File: src/design/tfm_pkg.sv
// tfm_pkg: shared types, constants and helpers for the trigger fire-mode controller
// no dependencies; every other design file imports it
package tfm_pkg;

    localparam int TIME_BITS      = 32;
    localparam int CFG_IDX_BITS   = 3;
    localparam int CFG_DATA_BITS  = 16;
    localparam int FIFO_DEPTH     = 2;
    localparam int FIFO_PTR_BITS  = $clog2(FIFO_DEPTH);
    localparam int FIFO_CNT_BITS  = $clog2(FIFO_DEPTH + 1);

    localparam logic [TIME_BITS-1:0] LONG_HOLD_MS     = TIME_BITS'(2000);
    localparam logic [TIME_BITS-1:0] SAFETY_WINDOW_MS = TIME_BITS'(1000);

    typedef logic [TIME_BITS-1:0] t_time;

    typedef enum logic [1:0] {
        MODE_FULL_AUTO = 2'd0,
        MODE_BURST     = 2'd1,
        MODE_AUTO_RESP = 2'd2,
        MODE_SINGLE    = 2'd3
    } t_mode;

    typedef enum logic [CFG_IDX_BITS-1:0] {
        CFG_FIRING_MODE    = 3'd0,
        CFG_BURST_SIZE     = 3'd1,
        CFG_SAFETY_SHOT    = 3'd2,
        CFG_ROUND_DELAY_MS = 3'd3,
        CFG_DEBOUNCE_MS    = 3'd4,
        CFG_AMMO_LIMIT     = 3'd5
    } t_cfg_idx;

    typedef struct packed {
        logic       fire;
        logic [7:0] queued_shots;
        logic       pulled;
        logic       clear_shot_total;
    } t_res;

    function automatic logic [7:0] sat_inc(input logic [7:0] v);
        return (v == 8'hff) ? v : v + 8'd1;
    endfunction

endpackage

File: src/design/tfm_in_if.sv
// tfm_in_if: input tick channel, valid/ready with the tick fields
// depends on tfm_pkg
interface tfm_in_if import tfm_pkg::*; ();
    logic        valid;
    logic        ready;
    logic [31:0] now_ms;
    logic        pin_a_level;
    logic        pin_b_level;
    logic [15:0] shots_total;

    modport source (output valid, now_ms, pin_a_level, pin_b_level, shots_total,
                    input ready);
    modport sink   (input valid, now_ms, pin_a_level, pin_b_level, shots_total,
                    output ready);
endinterface

File: src/design/tfm_out_if.sv
// tfm_out_if: result channel, valid/ready with the per-tick result fields
// depends on tfm_pkg
interface tfm_out_if import tfm_pkg::*; ();
    logic       valid;
    logic       ready;
    logic       fire;
    logic [7:0] queued_shots;
    logic       pulled;
    logic       clear_shot_total;

    modport source (output valid, fire, queued_shots, pulled, clear_shot_total,
                    input ready);
    modport sink   (input valid, fire, queued_shots, pulled, clear_shot_total,
                    output ready);
endinterface

File: src/design/tfm_front.sv
// tfm_front: accepts ticks, holds config and trigger/queue state, evaluates one tick per beat
// depends on tfm_pkg and tfm_in_if
module tfm_front import tfm_pkg::*; (
    input  logic                     i_clk,
    input  logic                     i_rst_n,
    input  logic                     i_cfg_we,
    input  logic [CFG_IDX_BITS-1:0]  i_cfg_idx,
    input  logic [CFG_DATA_BITS-1:0] i_cfg_data,
    tfm_in_if.sink                   i_in,
    input  logic                     i_space,
    output logic                     o_push,
    output t_res                     o_res
);

    t_mode       r_firing_mode;
    logic [7:0]  r_burst_size;
    logic [7:0]  r_safety_shot;
    logic [15:0] r_round_delay_ms;
    logic [15:0] r_debounce_ms;
    logic [15:0] r_ammo_limit;

    t_time       r_change_time, n_change_time;
    t_time       r_press_time, n_press_time;
    t_time       r_queue_time, n_queue_time;
    t_time       r_last_shot_time, n_last_shot_time;
    logic [7:0]  r_safety_count, n_safety_count;
    logic        r_pulled, n_pulled;
    logic [7:0]  r_shot_queue, n_shot_queue;

    logic        acc;
    t_time       now, e_change, e_repeat, hold, shot_gap;
    logic        held, past_db, safety_ok, long_hold;
    logic        do_pull, do_repeat, do_release, do_fire, clear_total;
    logic [7:0]  limit;

    assign i_in.ready = i_space;
    assign acc        = i_in.valid && i_space;
    assign o_push     = acc;

    always_comb begin
        now         = TIME_BITS'(i_in.now_ms);
        shot_gap    = TIME_BITS'(r_round_delay_ms);
        held        = !i_in.pin_a_level || !i_in.pin_b_level;
        e_change    = now - r_change_time;
        past_db     = e_change >= TIME_BITS'(r_debounce_ms);
        safety_ok   = (r_safety_count >= r_safety_shot) || (r_safety_shot == 8'd0);

        n_pulled         = r_pulled;
        n_change_time    = r_change_time;
        n_press_time     = r_press_time;
        n_queue_time     = r_queue_time;
        n_last_shot_time = r_last_shot_time;
        n_shot_queue     = r_shot_queue;
        n_safety_count   = r_safety_count;
        clear_total      = 1'b0;

        // debounced press
        do_pull = !r_pulled && held && past_db;
        if (do_pull) begin
            n_pulled      = 1'b1;
            n_change_time = now;
            n_press_time  = now;
            case (r_firing_mode)
                MODE_BURST:     n_shot_queue = safety_ok ? r_burst_size : 8'd1;
                MODE_AUTO_RESP: n_shot_queue = sat_inc(r_shot_queue);
                default:        n_shot_queue = 8'd1;
            endcase
        end

        // full auto repeat while held
        e_repeat  = do_pull ? '0 : e_change;
        do_repeat = n_pulled && held && past_db && (e_repeat >= shot_gap) &&
                    (r_firing_mode == MODE_FULL_AUTO);
        if (do_repeat) begin
            n_change_time = now;
            if ((r_safety_count > r_safety_shot) || (r_safety_shot == 8'd0)) begin
                n_shot_queue = 8'd1;
            end
        end

        // debounced release
        hold       = now - r_press_time;
        long_hold  = hold >= LONG_HOLD_MS;
        do_release = r_pulled && !held && past_db;
        if (do_release) begin
            n_pulled      = 1'b0;
            n_change_time = now;
            if ((r_firing_mode == MODE_AUTO_RESP) && !long_hold && safety_ok) begin
                n_shot_queue = sat_inc(n_shot_queue);
            end
            if ((r_ammo_limit != 16'd0) && (i_in.shots_total >= r_ammo_limit) &&
                long_hold) begin
                clear_total = 1'b1;
            end
        end

        // shot release, spaced by the round delay
        limit   = (r_safety_shot == 8'hff) ? 8'hff : r_safety_shot + 8'd1;
        do_fire = (n_shot_queue != 8'd0) && ((now - r_queue_time) >= shot_gap);
        if (do_fire) begin
            n_last_shot_time = now;
            n_safety_count   = sat_inc(r_safety_count);
            if (n_safety_count > limit) begin
                n_safety_count = limit;
            end
            n_shot_queue = n_shot_queue - 8'd1;
            n_queue_time = now;
        end else if ((now - r_last_shot_time) > SAFETY_WINDOW_MS) begin
            n_safety_count = 8'd0;
        end

        o_res.fire             = do_fire;
        o_res.queued_shots     = n_shot_queue;
        o_res.pulled           = n_pulled;
        o_res.clear_shot_total = clear_total;
    end

    always_ff @(posedge i_clk) begin
        if (!i_rst_n) begin
            r_firing_mode    <= MODE_SINGLE;
            r_burst_size     <= 8'd3;
            r_safety_shot    <= 8'd0;
            r_round_delay_ms <= 16'd50;
            r_debounce_ms    <= 16'd10;
            r_ammo_limit     <= 16'd0;
        end else if (i_cfg_we) begin
            unique case (t_cfg_idx'(i_cfg_idx))
                CFG_FIRING_MODE:    r_firing_mode    <= t_mode'(i_cfg_data[1:0]);
                CFG_BURST_SIZE:     r_burst_size     <= i_cfg_data[7:0];
                CFG_SAFETY_SHOT:    r_safety_shot    <= i_cfg_data[7:0];
                CFG_ROUND_DELAY_MS: r_round_delay_ms <= i_cfg_data;
                CFG_DEBOUNCE_MS:    r_debounce_ms    <= i_cfg_data;
                CFG_AMMO_LIMIT:     r_ammo_limit     <= i_cfg_data;
                default: ;
            endcase
        end
    end

    always_ff @(posedge i_clk) begin
        if (!i_rst_n) begin
            r_change_time    <= '0;
            r_press_time     <= '0;
            r_queue_time     <= '0;
            r_last_shot_time <= '0;
            r_safety_count   <= 8'd0;
            r_pulled         <= 1'b0;
            r_shot_queue     <= 8'd0;
        end else if (acc) begin
            r_change_time    <= n_change_time;
            r_press_time     <= n_press_time;
            r_queue_time     <= n_queue_time;
            r_last_shot_time <= n_last_shot_time;
            r_safety_count   <= n_safety_count;
            r_pulled         <= n_pulled;
            r_shot_queue     <= n_shot_queue;
        end
    end

    a_fire_marks_time: assert property (@(posedge i_clk) disable iff (!i_rst_n)
        (acc && do_fire) |=> (r_queue_time == r_last_shot_time) && (r_safety_count != 8'd0))
        else $error("shot beat did not record its time or safety count");

    a_idle_holds_state: assert property (@(posedge i_clk) disable iff (!i_rst_n)
        !acc |=> $stable(r_shot_queue) && $stable(r_pulled) && $stable(r_change_time))
        else $error("tick state moved without an accepted beat");

endmodule

File: src/design/tfm_fifo.sv
// tfm_fifo: short result queue between the tick evaluator and the output stage
// depends on tfm_pkg
module tfm_fifo import tfm_pkg::*; (
    input  logic i_clk,
    input  logic i_rst_n,
    input  logic i_push,
    input  t_res i_data,
    output logic o_space,
    input  logic i_pop,
    output logic o_valid,
    output t_res o_data
);

    t_res                     r_mem [FIFO_DEPTH];
    logic [FIFO_PTR_BITS-1:0] r_wr_ptr, r_rd_ptr;
    logic [FIFO_CNT_BITS-1:0] r_count;
    logic                     push_ok, pop_ok;

    assign o_space = r_count != FIFO_CNT_BITS'(FIFO_DEPTH);
    assign o_valid = r_count != '0;
    assign o_data  = r_mem[r_rd_ptr];
    assign push_ok = i_push && o_space;
    assign pop_ok  = i_pop && o_valid;

    always_ff @(posedge i_clk) begin
        if (push_ok) begin
            r_mem[r_wr_ptr] <= i_data;
        end
    end

    always_ff @(posedge i_clk) begin
        if (!i_rst_n) begin
            r_wr_ptr <= '0;
            r_rd_ptr <= '0;
            r_count  <= '0;
        end else begin
            if (push_ok) begin
                r_wr_ptr <= (r_wr_ptr == FIFO_PTR_BITS'(FIFO_DEPTH - 1)) ? '0 : r_wr_ptr + 1'b1;
            end
            if (pop_ok) begin
                r_rd_ptr <= (r_rd_ptr == FIFO_PTR_BITS'(FIFO_DEPTH - 1)) ? '0 : r_rd_ptr + 1'b1;
            end
            r_count <= r_count + FIFO_CNT_BITS'(push_ok) - FIFO_CNT_BITS'(pop_ok);
        end
    end

    a_count_bound: assert property (@(posedge i_clk) disable iff (!i_rst_n)
        r_count <= FIFO_CNT_BITS'(FIFO_DEPTH))
        else $error("result queue count above depth");

    a_count_track: assert property (@(posedge i_clk) disable iff (!i_rst_n)
        (push_ok && !pop_ok) |=> r_count == $past(r_count) + 1'b1)
        else $error("result queue count missed a push");

endmodule

File: src/design/tfm_back.sv
// tfm_back: output register stage, drains the result queue onto the result channel
// depends on tfm_pkg and tfm_out_if
module tfm_back import tfm_pkg::*; (
    input  logic       i_clk,
    input  logic       i_rst_n,
    input  logic       i_valid,
    input  t_res       i_data,
    output logic       o_pop,
    tfm_out_if.source  o_out
);

    logic r_valid;
    t_res r_data;

    assign o_pop = i_valid && (!r_valid || o_out.ready);

    always_ff @(posedge i_clk) begin
        if (!i_rst_n) begin
            r_valid <= 1'b0;
        end else if (!r_valid || o_out.ready) begin
            r_valid <= i_valid;
        end
    end

    always_ff @(posedge i_clk) begin
        if (o_pop) begin
            r_data <= i_data;
        end
    end

    assign o_out.valid            = r_valid;
    assign o_out.fire             = r_data.fire;
    assign o_out.queued_shots     = r_data.queued_shots;
    assign o_out.pulled           = r_data.pulled;
    assign o_out.clear_shot_total = r_data.clear_shot_total;

endmodule

File: src/design/trigger_fire_mode_controller.sv
// trigger_fire_mode_controller: top level, tick evaluator, result queue and output stage
// depends on tfm_pkg, tfm_in_if, tfm_out_if, tfm_front, tfm_fifo, tfm_back

// One result beat comes out for every tick beat taken in, in order. A tick is evaluated in
// the cycle it is accepted (debounce, mode queueing, shot spacing, safety counter all in one
// pass of the front stage), so a new tick can be taken every clock while the queue has space;
// the result then passes a two-entry queue and an output register. Ticks keep being accepted
// while the sink stalls until the queue fills. The user must keep registers written through
// the write port only while no tick is in flight; the block itself does not enforce it.
module trigger_fire_mode_controller import tfm_pkg::*; (
    input  logic                     i_clk,
    input  logic                     i_rst_n,
    input  logic                     i_cfg_we,
    input  logic [CFG_IDX_BITS-1:0]  i_cfg_idx,
    input  logic [CFG_DATA_BITS-1:0] i_cfg_data,
    tfm_in_if.sink                   i_in,
    tfm_out_if.source                o_out
);

    logic push, space, pop, q_valid;
    t_res front_res, q_data;

    tfm_front u_front (
        .i_clk      (i_clk),
        .i_rst_n    (i_rst_n),
        .i_cfg_we   (i_cfg_we),
        .i_cfg_idx  (i_cfg_idx),
        .i_cfg_data (i_cfg_data),
        .i_in       (i_in),
        .i_space    (space),
        .o_push     (push),
        .o_res      (front_res)
    );

    tfm_fifo u_fifo (
        .i_clk   (i_clk),
        .i_rst_n (i_rst_n),
        .i_push  (push),
        .i_data  (front_res),
        .o_space (space),
        .i_pop   (pop),
        .o_valid (q_valid),
        .o_data  (q_data)
    );

    tfm_back u_back (
        .i_clk   (i_clk),
        .i_rst_n (i_rst_n),
        .i_valid (q_valid),
        .i_data  (q_data),
        .o_pop   (pop),
        .o_out   (o_out)
    );

endmodule

File: src/flat_wrapper.sv
// flat-port wrapper written by rule: the top's interface ports become plain ports
module trigger_fire_mode_controller_flat import tfm_pkg::*;
  (i_clk, i_rst_n, i_cfg_we, i_cfg_idx, i_cfg_data, i_in_valid, i_in_now_ms, i_in_pin_a_level, i_in_pin_b_level, i_in_shots_total, i_in_ready, o_out_valid, o_out_fire, o_out_queued_shots, o_out_pulled, o_out_clear_shot_total, o_out_ready);
  tfm_in_if i_in_i ();
  tfm_out_if o_out_i ();
  input  logic i_clk;
  input  logic i_rst_n;
  input  logic i_cfg_we;
  input  logic [CFG_IDX_BITS-1:0] i_cfg_idx;
  input  logic [CFG_DATA_BITS-1:0] i_cfg_data;
  input wire logic [$bits(i_in_i.valid)-1:0] i_in_valid;
  input wire logic [$bits(i_in_i.now_ms)-1:0] i_in_now_ms;
  input wire logic [$bits(i_in_i.pin_a_level)-1:0] i_in_pin_a_level;
  input wire logic [$bits(i_in_i.pin_b_level)-1:0] i_in_pin_b_level;
  input wire logic [$bits(i_in_i.shots_total)-1:0] i_in_shots_total;
  output wire logic [$bits(i_in_i.ready)-1:0] i_in_ready;
  output wire logic [$bits(o_out_i.valid)-1:0] o_out_valid;
  output wire logic [$bits(o_out_i.fire)-1:0] o_out_fire;
  output wire logic [$bits(o_out_i.queued_shots)-1:0] o_out_queued_shots;
  output wire logic [$bits(o_out_i.pulled)-1:0] o_out_pulled;
  output wire logic [$bits(o_out_i.clear_shot_total)-1:0] o_out_clear_shot_total;
  input wire logic [$bits(o_out_i.ready)-1:0] o_out_ready;
  assign i_in_i.valid = i_in_valid;
  assign i_in_i.now_ms = i_in_now_ms;
  assign i_in_i.pin_a_level = i_in_pin_a_level;
  assign i_in_i.pin_b_level = i_in_pin_b_level;
  assign i_in_i.shots_total = i_in_shots_total;
  assign i_in_ready = i_in_i.ready;
  assign o_out_valid = o_out_i.valid;
  assign o_out_fire = o_out_i.fire;
  assign o_out_queued_shots = o_out_i.queued_shots;
  assign o_out_pulled = o_out_i.pulled;
  assign o_out_clear_shot_total = o_out_i.clear_shot_total;
  assign o_out_i.ready = o_out_ready;
  trigger_fire_mode_controller u_core (.i_clk(i_clk), .i_rst_n(i_rst_n), .i_cfg_we(i_cfg_we), .i_cfg_idx(i_cfg_idx), .i_cfg_data(i_cfg_data), .i_in(i_in_i), .o_out(o_out_i));
endmodule
File: config.mk
export PLATFORM = sky130hd
export DESIGN_NAME = trigger_fire_mode_controller_flat
export DESIGN_NICKNAME = d
export VERILOG_FILES = /design/src/design/tfm_pkg.sv /design/src/design/tfm_in_if.sv /design/src/design/tfm_out_if.sv /design/src/design/tfm_front.sv /design/src/design/tfm_fifo.sv /design/src/design/tfm_back.sv /design/src/design/trigger_fire_mode_controller.sv /design/src/flat_wrapper.sv
export SDC_FILE = /design/constraint.sdc
export NUM_CORES = 1
export LEC_CHECK = 0
export ABC_AREA = 1
export BUFFER_PORTS_ARGS = -buffer_cell sky130_fd_sc_hd__buf_4
export CAP_MARGIN = 20
export CORE_ASPECT_RATIO = 0.9
export CORE_MARGIN = 5
export CORE_UTILIZATION = 45
export DETAILED_ROUTE_END_ITERATION = 16
export PLACE_DENSITY = 0.58
export SYNTH_ARGS = -nofsm -noshare
export SYNTH_HDL_FRONTEND = slang
export SYNTH_SLANG_ARGS = --single-unit
File: constraint.sdc
create_clock -name i_clk -period 7.8 [get_ports i_clk]
set_input_delay 0.78 -clock i_clk [delete_from_list [all_inputs] [get_ports i_clk]]
set_output_delay 0.78 -clock i_clk [all_outputs]
set_load 0.01 [all_outputs]
==> results of run 1 <==
## placed cells by master (no fill, tap or decap), types with 7 or more instances in the layout
master,count
xnor2_1,17
nor2_1,223
o21a_1,8
nor3_1,27
clkbuf_8,7
nor4_1,12
o21bai_1,7
nand2_1,707
clkbuf_16,27
nand4_1,47
inv_1,486
inv_2,8
ha_1,184
nor2_2,8
nand3b_1,14
xor2_1,43
o211ai_1,15
nand2_2,11
a21oi_1,289
o21ai_0,193
dfxtp_1,184
edfxtp_1,33
nand3_1,135
buf_4,99
## layout make-up
| type | count | area share |
|---|---|---|
| inverter | 496 | 0.0942 |
| multi-input combinational | 2002 | 0.551 |
| clock buffer | 36 | 0.0395 |
| tap | 532 | 0.0336 |
| timing repair buffer | 101 | 0.0396 |
| sequential | 217 | 0.236 |
| clock inverter | 11 | 0.00588 |
## worst paths after layout
kind / start / endpoint / slack (ns)
worst max-delay path: i_in_now_ms[0] / u_core.u_front.r_last_shot_time[7]$_SDFFE_PN0P_ / 0.68
worst min-delay path: u_core.u_front.r_change_time[17]$_SDFFE_PN0P_ / u_core.u_front.r_change_time[17]$_SDFFE_PN0P_ / 0.46
worst max register to register: u_core.u_front.r_change_time[0]$_SDFFE_PN0P_ / u_core.u_front.r_last_shot_time[7]$_SDFFE_PN0P_ / 0.83
worst min register to register: u_core.u_front.r_change_time[17]$_SDFFE_PN0P_ / u_core.u_front.r_change_time[17]$_SDFFE_PN0P_ / 0.46
## per-stage QoR
step / instances / setup WS, ns / util / cell area [sq um]
after global routing: 3395 / 0.00925 / 0.505 / 19800
after floorplan: 2774 / 1.09 / - / 17700
final: 3395 / 0.682 / 0.505 / 19800
after CTS: 3393 / 0.660 / 0.504 / 19800
after detailed placement: 3346 / 0.106 / 0.481 / 18900
after global placement: 3346 / 0.258 / 0.481 / 18900
## power by group
part	leakage (nW)	total [W]	internal, W	switching (W)
clock network	0.441	0.00126	0.000762	0.000500
logic	7.36	0.00233	0.000808	0.00152
registers	1.82	0.00143	0.00134	0.0000825
total	9.62	0.00502	0.00292	0.00210
## cell families (layout without fill, tap and decap cells)
kind of cell | count (synthesis) | in the layout | synth area share
DFF | 217 | 217 | 0.264
and+or+nand+nor | 1211 | 1211 | 0.290
buffers and inverters | 555 | 644 | 0.120
AOI/OAI and AO/OA | 544 | 544 | 0.163
adders and majority gates | 187 | 187 | 0.133
xor gates and xnor gates | 60 | 60 | 0.0297
## sequential cells by signal, indices dropped and copies added (netlist names), 2 cells and up
| name | count |
|---|---|
| u_core.u_front.r_debounce_ms | 16 |
| u_core.u_fifo.r_count | 2 |
| u_core.u_front.r_firing_mode | 2 |
| u_core.u_front.r_ammo_limit | 16 |
| u_core.u_front.r_burst_size | 8 |
| u_core.u_front.r_safety_count | 8 |
| u_core.u_front.r_round_delay_ms | 16 |
| u_core.u_front.r_last_shot_time | 32 |
| u_core.u_front.r_change_time | 32 |
| u_core.u_back.o_out.queued_shots | 8 |
| u_core.u_front.r_shot_queue | 8 |
| u_core.u_front.r_press_time | 32 |
| u_core.u_front.r_safety_shot | 8 |
| u_core.u_fifo.r_mem | 22 |
## worst register-to-register path, delay by kind of cell, from the launching register on
family          cells  cell delay (ns)
simple gates       27             2.94
compound gates      6             0.88
xor+xnor            1             0.23
flops               1             0.34
fa+ha+maj           6             1.57
buf+inv             9             0.97
## layer usage
layer  vias up  wire [um]  GRT usage
met5         -          0          0
met4         0       1890     0.0740
met3        86       1900     0.0313
met2       295      25800      0.435
met1      7816      24200      0.306
li1       9105          -          -
==> summary.md, run 1 <==
| Metric | Value |
|---|---|
| Seq/Total Area, Yosys | 0.264 |
| Fillers | 4137 |
| GR Util All Layers | 0.243 |
| IO Pins | 87 |
| CTS tree | yes |
| Cell row count | 69 |
| Synth Cell Area | 17700 sq um |
| Die Ht | 198 um |
| Number of global-route vias before repair | 16800 |
| Worst-margin pin slew | 1.02 ns |
| Worst min path class | reg -> reg |
| DIE AREA | 43400 sq um |
| Drt drc | 0 |
| NumNets Final | 3105 |
| PortBufs | 86 |
| Largest net degree at the start of global routing | 86 |
| CTS Sinks | 217 |
| Hold WS | 0.456 ns |
| Static Leak | 9.62 nW |
| Largest stage delay, worst path | 0.43 ns |
| RSZ-0062 raised after global routing | false |
| PostCTS Resize Cnt | 0 |
| FF-to-FF path depth | 49 |
| CTS H-tree depth | 1 |
| Die width | 219 um |
| Hold depth | 2 |
| Yosys warns | 0 |
| Area leader, netlist | dfxtp_1 |
| Status | complete, no violations |
| Yosys reg bits | 217 |
| Worst Skew | 0.0100 ns |
| Vias/cell | 5.10 |
| Crit-path most repeated cell | nand2_1 |
| CP Buf/Inv Count | 11 |
| Number of synthesized flops with an enable pin | 33 |
| CTS root buffer | clkbuf_16 |
| Cell family with most CP delay | simple AND/OR/NAND/NOR gates |
| CP Capture Type | flip-flop |
| FF/Latch Area | 4670 sq um |
| ANT nets after route | 0 |
| WS Path Type | in -> reg |
| Post-route total power | 0.00502 W |
| CP startpoint kind | primary input |
| Initial Util | 0.451 |
| Fin. Hold Viols | 0 |
| Top post-synthesis cells by count | nand2_1, inv_1, a21oi_1, nor2_1, o21ai_0 |
| Synth top area share | 0.208 |
| Final wirelength | 53800 um |
| Count leader, synth | nand2_1 |
| Final setup violation count | 0 |
| Power Density | 254 nW/um^2 |
| Number of stages on the worst setup path | 51 |
| Hold Buf Count CTS | 0 |
| CP max-delay cell | fa_1 |
| Async SR Flop Fraction | 0 |
| Initial antenna violation count | 0 |
| Cells after Synth | 2774 |
| Via count | 17300 |
| Max IR drop VDD | 165 uV |
| Fin Setup TNS | 0 ns |
| Post-Syn Nets | 3035 |
| Largest cells by area after synthesis | dfxtp_1, nand2_1, ha_1 |
| Clock-pin slew on the worst setup and hold paths | 0.06 ns |
| Final period utilization | 0.913 |
| Slew headroom | 0.316 |
| Detailed-route wire length per cell | 15.8 um |
| Layout area overhead | 11.8% |
| Max-Cap Viols | 0 |
| Final Slew Violations | 0 |
| DRT Pass-1 Iters | 5 |
| Mapped Avg Cell Area | 6.38 sq um |
| Num CTS Buffers | 26 |
| # diodes | 0 |
| Top FF cell, synth | dfxtp_1 |
| WP data required | 8.27 ns |
| Setup bufs post-CTS | 0 |
| Netlist cell types | 51 |
| GPL Wtd Cong | 0.926 |
| Area of the multi-input gates | 10900 sq um |
| Hpwl dp | 43700 um |
| Core ar. | 39200 sq um |
| Crit path time final | 7.12 ns |
| Worst-Skew Late Latency | 0.55 ns |
| CP Max Fanout | 31 |
| Peak Freq | 140 MHz |
| Global-route wire length before repair | 85400 um |
| DRT iter0 DRCs | 961 |
| Fraction of layout cells with a size suffix above 1 | 0.0667 |
| Max clock buf depth | 3 |
| Critical Path AT | 7.59 ns |
| Grt total ovfl | 0 |
(Power assumes the default switching activity.)
==> inputs of run 2 (changes only) <==
Settings changed: CORE_MARGIN 5 to unset, SLEW_MARGIN set to 10.
==> run 2 against run 1 <==
Worst hold slack lost 0.00095 ns. Largest power group unchanged. Die area down 7.5%. Largest cell class unchanged. Sequential power is essentially flat. Total power decreased by 1.9%. Critical path depth rose by 1. Core utilization rose by 0.66 points. Critical endpoint is now u_core.u_fifo.r_mem[0][6]$_DFFE_PP_.
==> summary.md, run 2 (synthesized netlist as in run 1, its figures left out) <==
| Metric | Value |
|---|---|
| Drt drc | 0 (unchanged) |
| RSZ-0062 raised after global routing | false |
| Psw | 0.00211 W (+0.61%) |
| Final wirelength | 53500 um (-0.57%) |
| Largest stage delay, worst path | 0.42 ns (about the same) |
| DRT iter0 DRCs | 939 (-2.3%) |
| Final Slew Violations | 0 (unchanged) |
| FF-to-FF path depth | 50 (+2.0%) |
| Die width | 211 um (-3.7%) |
| NumNets Final | 3102 (-0.097%) |
| Min-delay src | u_core.u_front.r_change_time[27]$_SDFFE_PN0P_ |
| Initial antenna violation count | 0 (unchanged) |
| Power Density | 250 nW/um^2 (-1.6%) |
| Hold WS | 0.455 ns (-0.000950 ns) |
| Max IR drop VDD | 140 uV (-15%) |
| Hpwl dp | 42700 um (-2.3%) |
| WP data required | 8.11 ns (-0.16 ns) |
| Via count | 17400 (+0.46%) |
| Fin Setup TNS | 0 ns (unchanged) |
| Crit-path most repeated cell | nand2_1 |
| Detailed-route wire length per cell | 15.8 um (-0.33%) |
| Worst Skew | 0.0353 ns (+0.0253 ns) |
| Final period utilization | 0.907 (-0.00516) |
| Crit path time final | 7.08 ns (-0.0402 ns) |
| Vias/cell | 5.13 (+0.69%) |
| Status | complete, no violations |
| Register share of total power | 0.290 (+0.006) |
| CTS root buffer | clkbuf_16 |
| Critical Path AT | 7.39 ns (-0.20 ns) |
| Commonest non-fill, non-tap cell in the layout | nand2_1 |
| DIE AREA | 40100 sq um (-7.5%) |
| Die Ht | 190 um (-4.0%) |
| CP Max Fanout | 9 (-71%) |
| Commonest cells after routing, fill and taps aside | nand2_1, inv_1, a21oi_1 |
| Layout area overhead | 11.4% |
| Global-route wire length before repair | 85500 um (+0.11%) |
| PortBufs | 86 (unchanged) |
| Largest net degree at the start of global routing | 123 (+43%) |
| Slew headroom | 0.344 (+0.0282) |
| Num CTS Buffers | 26 (unchanged) |
| Cell row count | 68 (-1.4%) |
| Placed instance area | 18800 sq um (-0.23%) |
| GPL Wtd Cong | 0.925 (about the same) |
| Post-route cell area | 19700 sq um (-0.37%) |
| Final WS setup | 0.722 ns (+0.0402 ns) |
| CP startpoint kind | primary input |
| Worst min path class | reg -> reg |
| ANT nets after route | 0 (unchanged) |
| Setup bufs post-CTS | 0 (unchanged) |
| Fin. Hold Viols | 0 (unchanged) |
| Comb pwr share | 0.473 (+0.009) |
| Core ar. | 38500 sq um (-1.7%) |
| Hold depth | 2 (unchanged) |
| CP Capture Type | flip-flop |
| Grt total ovfl | 0 (unchanged) |
| CP max-delay cell | fa_1 |
| Clock-pin slew on the worst setup and hold paths | 0.06 ns (about the same) |
| Initial Util | 0.459 (+0.00765) |
| Clock share of power | 0.237 (-0.015) |
| Cell Int Power | 0.00281 W (-3.7%) |
| CTS Sinks | 217 (unchanged) |
| CTS H-tree depth | 1 (unchanged) |
| Hold Buf Count CTS | 0 (unchanged) |
| IO Pins | 87 (unchanged) |
| Max-Cap Viols | 0 (unchanged) |
| Final setup violation count | 0 (unchanged) |
| Number of global-route vias before repair | 16600 (-1.3%) |
| WS Path Type | in -> reg |
| Worst-margin pin slew | 0.981 ns (-0.0422 ns) |
| CTS tree | yes |
| Fraction of layout cells with a size suffix above 1 | 0.0643 (-0.00240) |
| Post-route total power | 0.00492 W (-1.9%) |
| Critical path origin | i_in_now_ms[0] |
| Worst-Skew Late Latency | 0.57 ns (+0.02 ns) |
| Sw Share | 0.430 (+0.0108) |
| Largest regs | u_core.u_front.r_change_time: 32 flops, u_core.u_front.r_last_shot_time: 32 flops, u_core.u_front.r_press_time: 32 flops |
| Post-Place Setup Slack | -0.0823 ns (-0.188 ns) |
| Peak Freq | 141 MHz (+0.57%) |
| DRT Pass-1 Iters | 5 (unchanged) |
| Max clock buf depth | 3 (unchanged) |
| Static Leak | 9.57 nW (-0.59%) |
| GR Util All Layers | 0.269 (+0.0251) |
| RR Startpoint | u_core.u_front.r_change_time[0]$_SDFFE_PN0P_ |
==> run 2: layer usage <==
metal,part of all wire,global-route usage,up-vias
met5,0,0,-
met4,0.034,0.0870,0
met3,0.036,0.0286,89
met2,0.47,0.479,322
met1,0.46,0.336,7862
li1,-,-,9108
==> run 2: path summary, 6_finish.rpt <==
check | to | slack (ns)
worst max-delay path | u_core.u_fifo.r_mem[0][6]$_DFFE_PP_ | 0.72
worst min register to register | u_core.u_front.r_change_time[27]$_SDFFE_PN0P_ | 0.46
worst max register to register | u_core.u_fifo.r_mem[0][6]$_DFFE_PP_ | 0.83
worst min-delay path | u_core.u_front.r_change_time[27]$_SDFFE_PN0P_ | 0.46
==> run 2: critical path: cells and delay by family <==
family	cells	cell delay [ns]
buffers and inverters	11	1.03
adders and majority gates	6	1.50
and+or+nand+nor	29	3.18
AOI/OAI and AO/OA	5	0.68
xor gates and xnor gates	1	0.19
==> run 2: metrics by stage <==
stage / utilization / cells
after global placement: 0.488 / 3336
after floorplan: - / 2774
after detailed placement: 0.488 / 3336
final: 0.511 / 3387
after global routing: 0.511 / 3386
after CTS: 0.509 / 3384
==> run 2: what timing repair did <==
action                     CTS  global route
resized for setup            0             8
setup endpoints to repair    0            47
hold endpoints to repair     0             0
==> run 2: power groups by stage <==
stage,Sequential (W),Combinational [W],Clock (W)
2_1_floorplan,0.00144,0.00167,0
3_3_place_gp,0.00145,0.00227,0
3_5_place_dp,0.00145,0.00229,0
4_1_cts,0.00143,0.00230,0.00120
5_1_grt,0.00145,0.00266,0.00124
6_report,0.00142,0.00233,0.00117
==> run 2: area by class of cell <==
type                    count  area (sq um)
clock buffers              31           669
clock inverters            17           143
well taps                 525           657
inverters                 496          1870
repair buffers             98           788
multi-input cells        2002         10900
diodes                      1          2.50
fillers                  4026         18800
flip-flops and latches    217          4670
==> inputs of run 3 (changes only) <==
Settings changed: CORE_UTILIZATION 45 to 58, PLACE_DENSITY 0.58 to 0.72, SLEW_MARGIN 10 to unset.
==> run 3 against run 2 <==
Final cell count fell by 3.7%. First-iteration DRC count rose by 6.2%. Fmax fell by 1.9%. Worst hold slack barely moved. Sequential cell count did not move. Sequential power barely moved. Global-route usage rose by 5.4 points. Register-to-register slack got worse by 0.16 ns. Critical path depth rose by 1. Non-clock buffer count did not move. Critical endpoint is now u_core.u_front.r_safety_count[5]$_SDFFE_PN0P_. Largest cell class unchanged.
==> summary.md, run 3 (synthesized netlist as in run 1, its figures left out) <==
| Metric | Value |
|---|---|
| Final wirelength | 50700 um (-5.1%) |
| CP startpoint kind | primary input |
| DRT iter0 DRCs | 997 (+6.2%) |
| NumNets Final | 3102 (unchanged) |
| Die Ht | 168 um (-12%) |
| Area of the multi-input gates | 10900 sq um (unchanged) |
| Worst Skew | 0.0205 ns (-0.0149 ns) |
| Worst R2R End | u_core.u_front.r_safety_count[5]$_SDFFE_PN0P_ |
| ANT nets after route | 0 (unchanged) |
| Number of global-route vias before repair | 16700 (+1.1%) |
| Hold WS | 0.456 ns (+0.000280 ns) |
| Global-route wire length before repair | 80600 um (-5.7%) |
| WS Path Type | in -> reg |
| Crit-path most repeated cell | nand2_1 |
| Critical path origin | i_in_now_ms[0] |
| CTS tree | yes |
| Slew headroom | 0.292 (-0.0516) |
| CP Buf/Inv Count | 12 (+1) |
| Hpwl dp | 40000 um (-6.3%) |
| RR Startpoint | u_core.u_front.r_change_time[6]$_SDFFE_PN0P_ |
| PortBufs | 86 (unchanged) |
| GPL Wtd Cong | 0.969 (+4.7%) |
| Grt total ovfl | 0 (unchanged) |
| Vias/cell | 5.47 (+6.5%) |
| Power Density | 254 nW/um^2 (+1.8%) |
| Num CTS Buffers | 26 (unchanged) |
| CTS root buffer | clkbuf_16 |
| Fin. Hold Viols | 0 (unchanged) |
| Final period utilization | 0.925 (+0.0173) |
| Cell family with most CP delay | simple AND/OR/NAND/NOR gates |
| Hold Buf Count CTS | 0 (unchanged) |
| Reg-to-reg slack, setup | 0.67 ns (-0.16 ns) |
| IO Pins | 87 (unchanged) |
| CP max-delay cell | fa_1 |
| DRT Pass-1 Iters | 6 (+1) |
| Final WS setup | 0.587 ns (-0.135 ns) |
| Drt drc | 0 (unchanged) |
| Static Leak | 9.60 nW (+0.34%) |
| CTS Sinks | 217 (unchanged) |
| Largest net degree at the start of global routing | 132 (+7.3%) |
| Critical Path AT | 7.68 ns (+0.29 ns) |
| Commonest non-fill, non-tap cell in the layout | nand2_1 |
| Final Slew Violations | 0 (unchanged) |
| Fraction of layout cells with a size suffix above 1 | 0.0650 (+0.000722) |
| Worst-Skew Late Latency | 0.56 ns (about the same) |
| Clock-pin slew on the worst setup and hold paths | 0.06 ns (about the same) |
| RSZ-0062 raised after global routing | false |
| CTS H-tree depth | 1 (unchanged) |
| Post-Place Setup Slack | 0.0975 ns (+0.180 ns) |
| Initial Util | 0.591 (+0.132) |
| FF-to-FF path depth | 48 (-4.0%) |
| FF/Latch Area | 4670 sq um (unchanged) |
| Via count | 17800 (+2.6%) |
| Peak Freq | 139 MHz (-1.9%) |
| WHS Endpoint | u_core.u_front.r_change_time[26]$_SDFFE_PN0P_ |
| CP Max Fanout | 40 (+31) |
| Layout area overhead | 10.7% |
| Worst-margin pin slew | 1.06 ns (+0.0794 ns) |
| Fin Setup TNS | 0 ns (unchanged) |
| Max clock buf depth | 3 (unchanged) |
| Crit path time final | 7.21 ns (+0.135 ns) |
| Core ar. | 30000 sq um (-22%) |
| Hold depth | 2 (unchanged) |
| Worst min path class | reg -> reg |
| WP data required | 8.26 ns (+0.15 ns) |
| Cell row count | 60 (-12%) |
| Die width | 186 um (-12%) |
| GR Util All Layers | 0.323 (+0.0542) |
| Min-delay src | u_core.u_front.r_change_time[26]$_SDFFE_PN0P_ |
| Largest regs | u_core.u_front.r_change_time: 32 flops, u_core.u_front.r_last_shot_time: 32 flops, u_core.u_front.r_press_time: 32 flops |
| CP Capture Type | flip-flop |
| DIE AREA | 31200 sq um (-22%) |
| Max IR drop VDD | 180 uV (+28%) |
| Final setup violation count | 0 (unchanged) |
| Max-Cap Viols | 0 (unchanged) |
| Fillers | 2826 (-30%) |
| Initial antenna violation count | 0 (unchanged) |
| Largest stage delay, worst path | 0.41 ns (about the same) |
| # diodes | 0 (-1) |
| Setup bufs post-CTS | 0 (unchanged) |
| Commonest cells after routing, fill and taps aside | nand2_1, inv_1, a21oi_1 |
| Status | complete, no violations |
| Detailed-route wire length per cell | 15.6 um (-1.5%) |
[run 3: where the power goes]
part / switching [W] / internal (W)
registers: 0.0000832 / 0.00134
logic: 0.00152 / 0.000809
clock network: 0.000507 / 0.000719
total: 0.00211 / 0.00287
[run 3: metrics by stage]
step	util	area [sq um]	instances	total power (W)
after floorplan	-	17700	2774	0.00311
after global placement	0.623	18700	3212	0.00366
after detailed placement	0.623	18700	3212	0.00372
after CTS	0.652	19500	3259	0.00496
after global routing	0.654	19600	3263	0.00536
final	0.654	19600	3263	0.00498
[run 3: final cells by class]
type | count | area share
flip-flops and latches | 217 | 0.239
multi-input cells | 2002 | 0.556
inverters | 496 | 0.0950
clock buffers | 32 | 0.0364
clock inverters | 15 | 0.00779
well taps | 403 | 0.0257
repair buffers | 98 | 0.0400
[run 3: worst max path at each step]
stage,to,cells past startpoint
global placement,u_core.u_front.r_last_shot_time[3]$_SDFFE_PN0P_,51
CTS,u_core.u_front.r_last_shot_time[26]$_SDFFE_PN0P_,51
detailed placement,u_core.u_front.r_last_shot_time[19]$_SDFFE_PN0P_,51
global route,u_core.u_front.r_safety_count[4]$_SDFFE_PN0P_,53
floorplan,u_core.u_fifo.r_mem[0][6]$_DFFE_PP_,52
finish,u_core.u_front.r_safety_count[5]$_SDFFE_PN0P_,53
[run 3: metal layers]
metal,track usage,wire [um],up-vias
met1,0.396,22400,8143
met2,0.573,24200,479
met5,0,0,-
met3,0.0309,2160,128
met4,0.130,2060,0
li1,-,-,9089
[run 3: tightest hold or removal path, cell delays in order (launching register included)]
cell     delay, ns
dfxtp_1       0.30
inv_1         0.06
a21oi_1       0.05
[run 3: timing repair]
action,4_1_cts,5_1_grt
gates resized for setup,0,2
setup endpoints to repair,0,30
hold endpoints to repair,0,0
